File: config.mk
export PLATFORM = sky130hd
export DESIGN_NAME = imuca_cordic
export DESIGN_NICKNAME = d
export VERILOG_FILES = /design/src/imuca_pkg.sv /design/src/imuca_cordic.sv
export SDC_FILE = /design/constraint.sdc
export NUM_CORES = 1
export LEC_CHECK = 0
export BUFFER_PORTS_ARGS = -buffer_cell sky130_fd_sc_hd__buf_2
export CAP_MARGIN = 5
export CORE_ASPECT_RATIO = 0.6
export CORE_MARGIN = 2
export CORE_UTILIZATION = 45
export DETAILED_ROUTE_END_ITERATION = 10
export GPL_TIMING_DRIVEN = 0
export PLACE_DENSITY = 0.65
export SLEW_MARGIN = 40
export SYNTH_ARGS = -nofsm -noshare
export SYNTH_HDL_FRONTEND = slang
export SYNTH_SLANG_ARGS = --single-unit
export TNS_END_PERCENT = 50
File: constraint.sdc
create_clock -name clk -period 17.1 [get_ports clk]
set_input_delay 3.42 -clock clk [delete_from_list [all_inputs] [get_ports clk]]
set_output_delay 3.42 -clock clk [all_outputs]
set_load 0.01 [all_outputs]
File: src/imuca_pkg.sv
// ----------------------------------------------------------------------------
// imuca_pkg
// Shared constants, types and the arctangent table of the attitude estimator.
// ----------------------------------------------------------------------------
package imuca_pkg;

	// parameter defaults
	localparam int CORDIC_STEPS_DEF    = 16;
	localparam int ANGLE_FRAC_BITS_DEF = 18;

	// datapath widths
	localparam int CW  = 40;	// cordic x/y
	localparam int ZW  = 36;	// cordic angle, q30
	localparam int AW  = 32;	// angle arithmetic
	localparam int MW  = 44;	// angle reduction
	localparam int PW  = 34;	// multiplier operand
	localparam int MODK = 8;	// top shift of the 2*pi reduction

	// q30 constants
	localparam logic signed [ZW-1:0] PI_Q30      = 36'sd3373259426;
	localparam logic signed [ZW-1:0] TWO_PI_Q30  = 36'sd6746518852;
	localparam logic signed [ZW-1:0] HALF_PI_Q30 = 36'sd1686629713;
	localparam logic signed [ZW-1:0] GAIN_Q30    = 36'sd652032875;

	// register indexes
	localparam logic [1:0] REG_SAMPLE_PERIOD = 2'd0;
	localparam logic [1:0] REG_BLEND_ALPHA   = 2'd1;
	localparam logic [1:0] REG_CALIB_COUNT   = 2'd2;

	typedef struct packed {
		logic start;
		logic rotate;
	} cordic_cmd_t;

	function automatic logic signed [ZW-1:0] atan_q30(input logic [4:0] i);
		logic signed [ZW-1:0] v;
		begin
			case (i)
				5'd0:  v = 36'sd843314857;
				5'd1:  v = 36'sd497837829;
				5'd2:  v = 36'sd263043837;
				5'd3:  v = 36'sd133525159;
				5'd4:  v = 36'sd67021687;
				5'd5:  v = 36'sd33543516;
				5'd6:  v = 36'sd16775851;
				5'd7:  v = 36'sd8388437;
				5'd8:  v = 36'sd4194283;
				5'd9:  v = 36'sd2097149;
				5'd10: v = 36'sd1048576;
				5'd11: v = 36'sd524288;
				5'd12: v = 36'sd262144;
				5'd13: v = 36'sd131072;
				5'd14: v = 36'sd65536;
				5'd15: v = 36'sd32768;
				5'd16: v = 36'sd16384;
				5'd17: v = 36'sd8192;
				5'd18: v = 36'sd4096;
				5'd19: v = 36'sd2048;
				5'd20: v = 36'sd1024;
				5'd21: v = 36'sd512;
				5'd22: v = 36'sd256;
				5'd23: v = 36'sd128;
				default: v = '0;
			endcase
			return v;
		end
	endfunction

endpackage

File: src/imuca_cordic.sv
// ----------------------------------------------------------------------------
// imuca_cordic
// Iterative cordic, one micro-rotation a cycle, vectoring or rotating.
// ----------------------------------------------------------------------------
module imuca_cordic #(
	parameter int STEPS = imuca_pkg::CORDIC_STEPS_DEF
) (
	input  logic clk,
	input  logic arst_n,
	input  imuca_pkg::cordic_cmd_t cmd,
	input  logic signed [imuca_pkg::CW-1:0] x0,
	input  logic signed [imuca_pkg::CW-1:0] y0,
	input  logic signed [imuca_pkg::ZW-1:0] z0,
	output logic signed [imuca_pkg::CW-1:0] x,
	output logic signed [imuca_pkg::CW-1:0] y,
	output logic signed [imuca_pkg::ZW-1:0] z,
	output logic done
);
	localparam int NS = (STEPS > 24) ? 24 : STEPS;

	logic signed [imuca_pkg::CW-1:0] x_q, y_q, sx, sy;
	logic signed [imuca_pkg::ZW-1:0] z_q, at;
	logic [4:0] i_q;
	logic busy_q, rot_q, done_q, up;

	assign sx = x_q >>> i_q;
	assign sy = y_q >>> i_q;
	assign at = imuca_pkg::atan_q30(i_q);
	// rotating with a non-negative residue and vectoring with y below zero turn the same way
	assign up = rot_q ? (z_q >= 0) : (y_q < 0);

	always_ff @(posedge clk or negedge arst_n) begin
		if (!arst_n) begin
			busy_q <= 1'b0;
			done_q <= 1'b0;
			rot_q  <= 1'b0;
			i_q    <= '0;
		end else if (cmd.start) begin
			busy_q <= 1'b1;
			done_q <= 1'b0;
			rot_q  <= cmd.rotate;
			i_q    <= '0;
		end else if (busy_q) begin
			i_q <= i_q + 5'd1;
			if (i_q == 5'(NS - 1)) begin
				busy_q <= 1'b0;
				done_q <= 1'b1;
			end
		end else begin
			done_q <= 1'b0;
		end
	end

	always_ff @(posedge clk) begin
		if (cmd.start) begin
			x_q <= x0;
			y_q <= y0;
			z_q <= z0;
		end else if (busy_q) begin
			if (up) begin
				x_q <= x_q - sy;
				y_q <= y_q + sx;
				z_q <= z_q - at;
			end else begin
				x_q <= x_q + sy;
				y_q <= y_q - sx;
				z_q <= z_q + at;
			end
		end
	end

	assign x = x_q;
	assign y = y_q;
	assign z = z_q;
	assign done = done_q;
endmodule
# --- Word-level counts from Yosys, hierarchy flattened ---
# Memories as Yosys holds them, arrays and structs flattened.
# Cells that the tools add are included.
word_totals:
  in_bits: 120
  mem_bits_ro: 960
  output_inout_bits: 117
  word_cells: 40
  n_memories: 1
  ff_bits: 124
mem_list:
  columns: ["name", "words", "width", "rd", "rd_ports_with_merged_regs", "wr", "line_no", "text"]
  rows:
  - ["(name not given)", 32, 30, 1, 0, 0, "imuca_pkg.sv:38", "case (i)"]
classes:
  reduce_logical: 1
  muxes: 18
  addsub: 7
  order_cmp: 2
  n_eq_ne: 2
  n_shift: 2
ops:
  columns: ["op", "count"]
  rows:
  - ["$mux 40", 6]
  - ["$mux 36", 3]
  - ["$add 40x40->40", 2]
  - ["$sshr 40x5->40", 2]
  - ["$sub 40x40->40", 2]
  - ["$lt 40x1->1 const B", 1]
  - ["$add 36x36->36", 1]
  - ["$ge 36x1->1 const B", 1]
  - ["$sub 36x36->36", 1]
  - ["$mux 5", 2]
  - ["$mux 1", 7]
  - ["$add 5x1->5 const B", 1]
  - ["$eq 5x4->1 const B", 1]
  - ["$ne 3x2->1 const B", 1]
  - ["$reduce_bool 2->1", 1]

# --- Logic depth before layout (Yosys ltp) ---
depth:
  word_depth: 5
  depth_mapped: 30
  mapped_depth_nobuf: 26

# --- Least setup slack after synthesis ---
# No wires, ideal clock.
synth_path:
  kind: "input port to flip-flop"
  from: "input cmd[1] (netlist bit)"
  to: "register x_q (netlist bit x[0]) (enable)"
  setup_ns: 0.479
  t_required_ns: 16.621
  path_buffers: 3
  cell_stages: 5
  arrival_time_ns: 6.750
  slack_ns: 9.872
  path_cell_list: "clkbuf_1 -> clkbuf_1 -> inv_1 -> buf_1 -> nand2_1"
synth_between:
  elab_chain_cells: 1
synth_lines:
  columns: ["element", "line_no", "text"]
  rows:
  - ["from (decl)", "imuca_cordic.sv:10", "input imuca_pkg::cordic_cmd_t cmd,"]
  - ["$reduce_bool 2->1 (no line)", null, null]
  - ["to (signal assigned)", "imuca_cordic.sv:61", "x_q <= x_q - sy;"]
  - ["to (signal assigned)", "imuca_cordic.sv:65", "x_q <= x_q + sy;"]
  - ["to (decl)", "imuca_cordic.sv:21", "logic signed [imuca_pkg::CW-1:0] x_q, y_q, sx, sy;"]
# No other way between the ends.
# A chain may end at the register's enable or synchronous reset.

# --- Final worst setup path ---
layout_path:
  from: "register i_q[1]"
  to: "register y_q (netlist bit y[39]) (data pin)"
layout_between:
  elab_chain_cells: 5
  elab_cells_between_ends: 6
  cone_classes: "add/sub (2); shift (1); mux (3)"
layout_lines:
  columns: ["element", "line_no", "text"]
  rows:
  - ["from (decl)", "imuca_cordic.sv:23", "logic [4:0] i_q;"]
  - ["from (signal assigned)", "imuca_cordic.sv:44", "i_q <= i_q + 5'd1;"]
  - ["$sshr 40x5->40 (*)", "imuca_cordic.sv:26", "assign sx = x_q >>> i_q;"]
  - ["$sub 40x40->40 / $add 40x40->40 (equally long branches)", "imuca_cordic.sv:66, imuca_cordic.sv:62", null]
  - ["$mux 40 (*)", "imuca_cordic.sv:60", "if (up) begin"]
  - ["$mux 40 (*)", "imuca_cordic.sv:59", "end else if (busy_q) begin"]
  - ["$mux 40 (*)", "imuca_cordic.sv:55", "if (cmd.start) begin"]
  - ["to (signal assigned)", "imuca_cordic.sv:57", "y_q <= y0;"]
  - ["to (signal assigned)", "imuca_cordic.sv:62", "y_q <= y_q + sx;"]
  - ["to (signal assigned)", "imuca_cordic.sv:66", "y_q <= y_q - sx;"]
  - ["to (decl)", "imuca_cordic.sv:21", null]
# Every way passes the cells marked *; elsewhere a longest branch is shown, timed or not. The select of a mux whose other input is x is not followed.

==> flow_metrics.env <==
export IMPL_dr_first_iter_drc_count=3826
export IMPL_async_flop_share_pct=6.452
export IMPL_syn_to_final_growth_pct=13.91
export IMPL_drcViolationCount=0
export IMPL_gp_congestion=1.106
export IMPL_postCtsHoldBufs=0
export IMPL_synth_top_cell_by_area="edfxtp_1"
export IMPL_crit_arrival_ps=9680
export IMPL_first_pass_iters=6
export IMPL_fin_nets=2727
export IMPL_drt_met1_wl_um=41260
export IMPL_finalCriticalPeriod_ps=9529
export IMPL_top_layer="met5"
export IMPL_yosysTopAreaCellShare_pct=18.41
export IMPL_synthTopCellsByCount="245 x nand2_1, 210 x o21ai_0, 159 x nor2_1, 143 x a21oi_1, 132 x ha_1"
export IMPL_cts_resized=0
export IMPL_routedWlPerCell_um=34.26
export IMPL_dpl_instance_area_mm2=0.02098
export IMPL_setup_viol=0
export IMPL_place_inst=3023
export IMPL_routed_wl_um=104700
export IMPL_ant_nets=0
export IMPL_die_height_um=162.8
export IMPL_viasPerCell=7.149
export IMPL_ys_types=89
export IMPL_cp_max_fo=10
export IMPL_path_class="reg2reg"
export IMPL_fin_tns_setup_ps=0
export IMPL_crit_required_ps=17250
export IMPL_critPathMaxStageDelay_ps=770
export IMPL_rows=58
export IMPL_route_met2_wl_um=40640
export IMPL_endpoint_kind="flip-flop"
export IMPL_synthFlopType="edfxtp_1"
export IMPL_synth_edf_count=116
export IMPL_fillers=3908
export IMPL_antenna_found_initial=7
export IMPL_cts_setup_buffers=0
export IMPL_drive_gt1_share_pct=21.58
export IMPL_root_buffer="clkbuf_16"
export IMPL_rsz0062_at_grt="false"
export IMPL_slew_limit_headroom_pct=31.20
export IMPL_hpwl_um=81950
export IMPL_cpMostUsedCell="buf_2"
export IMPL_clk_pin_slew_ps=80
export IMPL_coreArea_mm2=0.04166
export IMPL_cts_buffer_depth=2
export IMPL_stdcell_area_mm2=0.02156
export IMPL_syn_nets=2469
export IMPL_hold_viol=0
export IMPL_syn_inst=2214
export IMPL_ys_seq_area_share_pct=19.46
export IMPL_portBuffers=235
export IMPL_grt_pass1_vias=20190
export IMPL_clock_skew_ps=27.68
export IMPL_ys_warn_count=0
export IMPL_clkSinkCount=124
export IMPL_cts_made_buffers=17
export IMPL_post_synth_cell_area_avg_um2=8.548
export IMPL_max_freq_ghz=0.1049
export IMPL_clk_latency_ps=480
export IMPL_die_area_mm2=0.04376
export IMPL_track_usage_pct=46.51
export IMPL_slowest_stage="a311oi_1"
export IMPL_grt_first_pass_wirelength_um=144400
export IMPL_synth_most_common_cell="nand2_1"
export IMPL_cts_htree_levels=4
export IMPL_die_w_um=268.7
export IMPL_worst_pin_slew_ps=1032
export IMPL_critPathLaunchType="flip-flop"
export IMPL_fin_crit_sh_pct=55.73
export IMPL_overflow=0
export IMPL_start_util_pct=45.43
export IMPL_vias=21848
export IMPL_ff_latch_area_mm2=0.003684
export IMPL_dr_wl_met3_um=18000
export IMPL_max_cap_violations=0
export IMPL_hold_class="reg2reg"
export IMPL_timing_hold_ws_ps=590.0
export IMPL_synth_area_leaders="edfxtp_1 18%, mux4_2 12%, ha_1 8.7%"
export IMPL_yosys_register_bits=124
export IMPL_fin_cells=3056
export IMPL_multi_input_area_mm2=0.01451
export IMPL_synth_area_mm2=0.01892
export IMPL_grt_max_degree=42
export IMPL_drv_slew=0
export IMPL_io_pins=237
export IMPL_status="finished clean"
export IMPL_cts_tree="yes"
## sequential cells by signal, summed over array words and instances, names as in the netlist
| register | flops |
|---|---|
| z | 36 |
| done | 1 |
| rot_q | 1 |
| x | 40 |
| i_q | 5 |
| busy_q | 1 |
| y | 40 |
## cell families (layout without fill, tap and decap cells)
group	after synthesis	in the layout	share of synthesized area [%]
xor gates and xnor gates	198	198	9.164
adders and majority gates	135	135	9.045
muxes	187	187	16.58
buffers and inverters	179	449	4.218
AOI/OAI and AO/OA	717	717	24.58
other	0	2	0
DFF	124	124	19.46
and+or+nand+nor	674	674	16.95
## layout by cell type (no fill, tap or decap), drive strengths merged, types with 12 or more instances in the layout
cell | netlist | final
and3 | 22 | 22
a21oi | 143 | 143
clkbuf | 68 | 85
a22oi | 23 | 23
nand3 | 39 | 39
o21ai | 217 | 217
o21bai | 16 | 16
xor2 | 93 | 93
nor3 | 47 | 47
o211ai | 18 | 18
a21o | 47 | 47
or2 | 19 | 19
nand2 | 246 | 246
ha | 132 | 132
nor2b | 27 | 27
buf | 63 | 302
o31ai | 27 | 27
inv | 48 | 50
edfxtp | 116 | 116
a211oi | 38 | 38
nand4 | 19 | 19
or3 | 12 | 12
xnor2 | 105 | 105
mux4 | 97 | 97
mux2 | 42 | 42
o22ai | 15 | 15
and2 | 18 | 18
nand2b | 28 | 28
mux2i | 48 | 48
a31oi | 28 | 28
o21a | 32 | 32
nor2 | 159 | 159
## cell type report
type                    count  area share, %
inverters                  48         0.8474
well taps                 570          3.308
flip-flops and latches    124          17.09
diodes                      2        0.02322
plain buffers             131          3.099
clock inverters            14         0.5688
clock buffers              17          1.973
multi-input cells        1911          67.29
repair buffers            239          5.804
## worst paths after layout
kind	startpoint	to	slack, ps	depth (start not counted)
max	i_q[1]	y[39]	7570	28
min in group asynchronous	arst_n	i_q[3]	2790	1
max reg2reg	i_q[1]	y[39]	7570	28
min	rot_q	rot_q	590	1
max in group asynchronous	arst_n	done	14110	1
min reg2reg	rot_q	rot_q	590	1
## critical path, delay by kind of cell, from the launching register on
kind	cells	cell delay [ps]
XOR/XNOR	1	130
buffers and inverters	7	3160
adder cells (fa/ha/maj)	2	530
AO/OA/AOI/OAI	9	3090
flip-flops	1	470
multiplexers	1	250
AND/OR/NAND/NOR	8	1530
## metal layers
layer | vias up | track usage (%)
met2 | 1899 | 63.03
met5 | - | 3.941
met3 | 324 | 23.25
li1 | 8973 | -
met4 | 12 | 17.70
met1 | 10640 | 62.11
## metrics by stage
step / setup WS [ps] / utilization [%]
after CTS: 8281 / 51.69
after floorplan: 9872 / -
after global placement: 6130 / 49.97
after global routing: 7534 / 51.74
final: 7571 / 51.75
after detailed placement: 8358 / 50.37
Power is left out: the tool's default activity adds up to more than one toggle a clock period on the data nets, which glitch-free logic cannot reach.
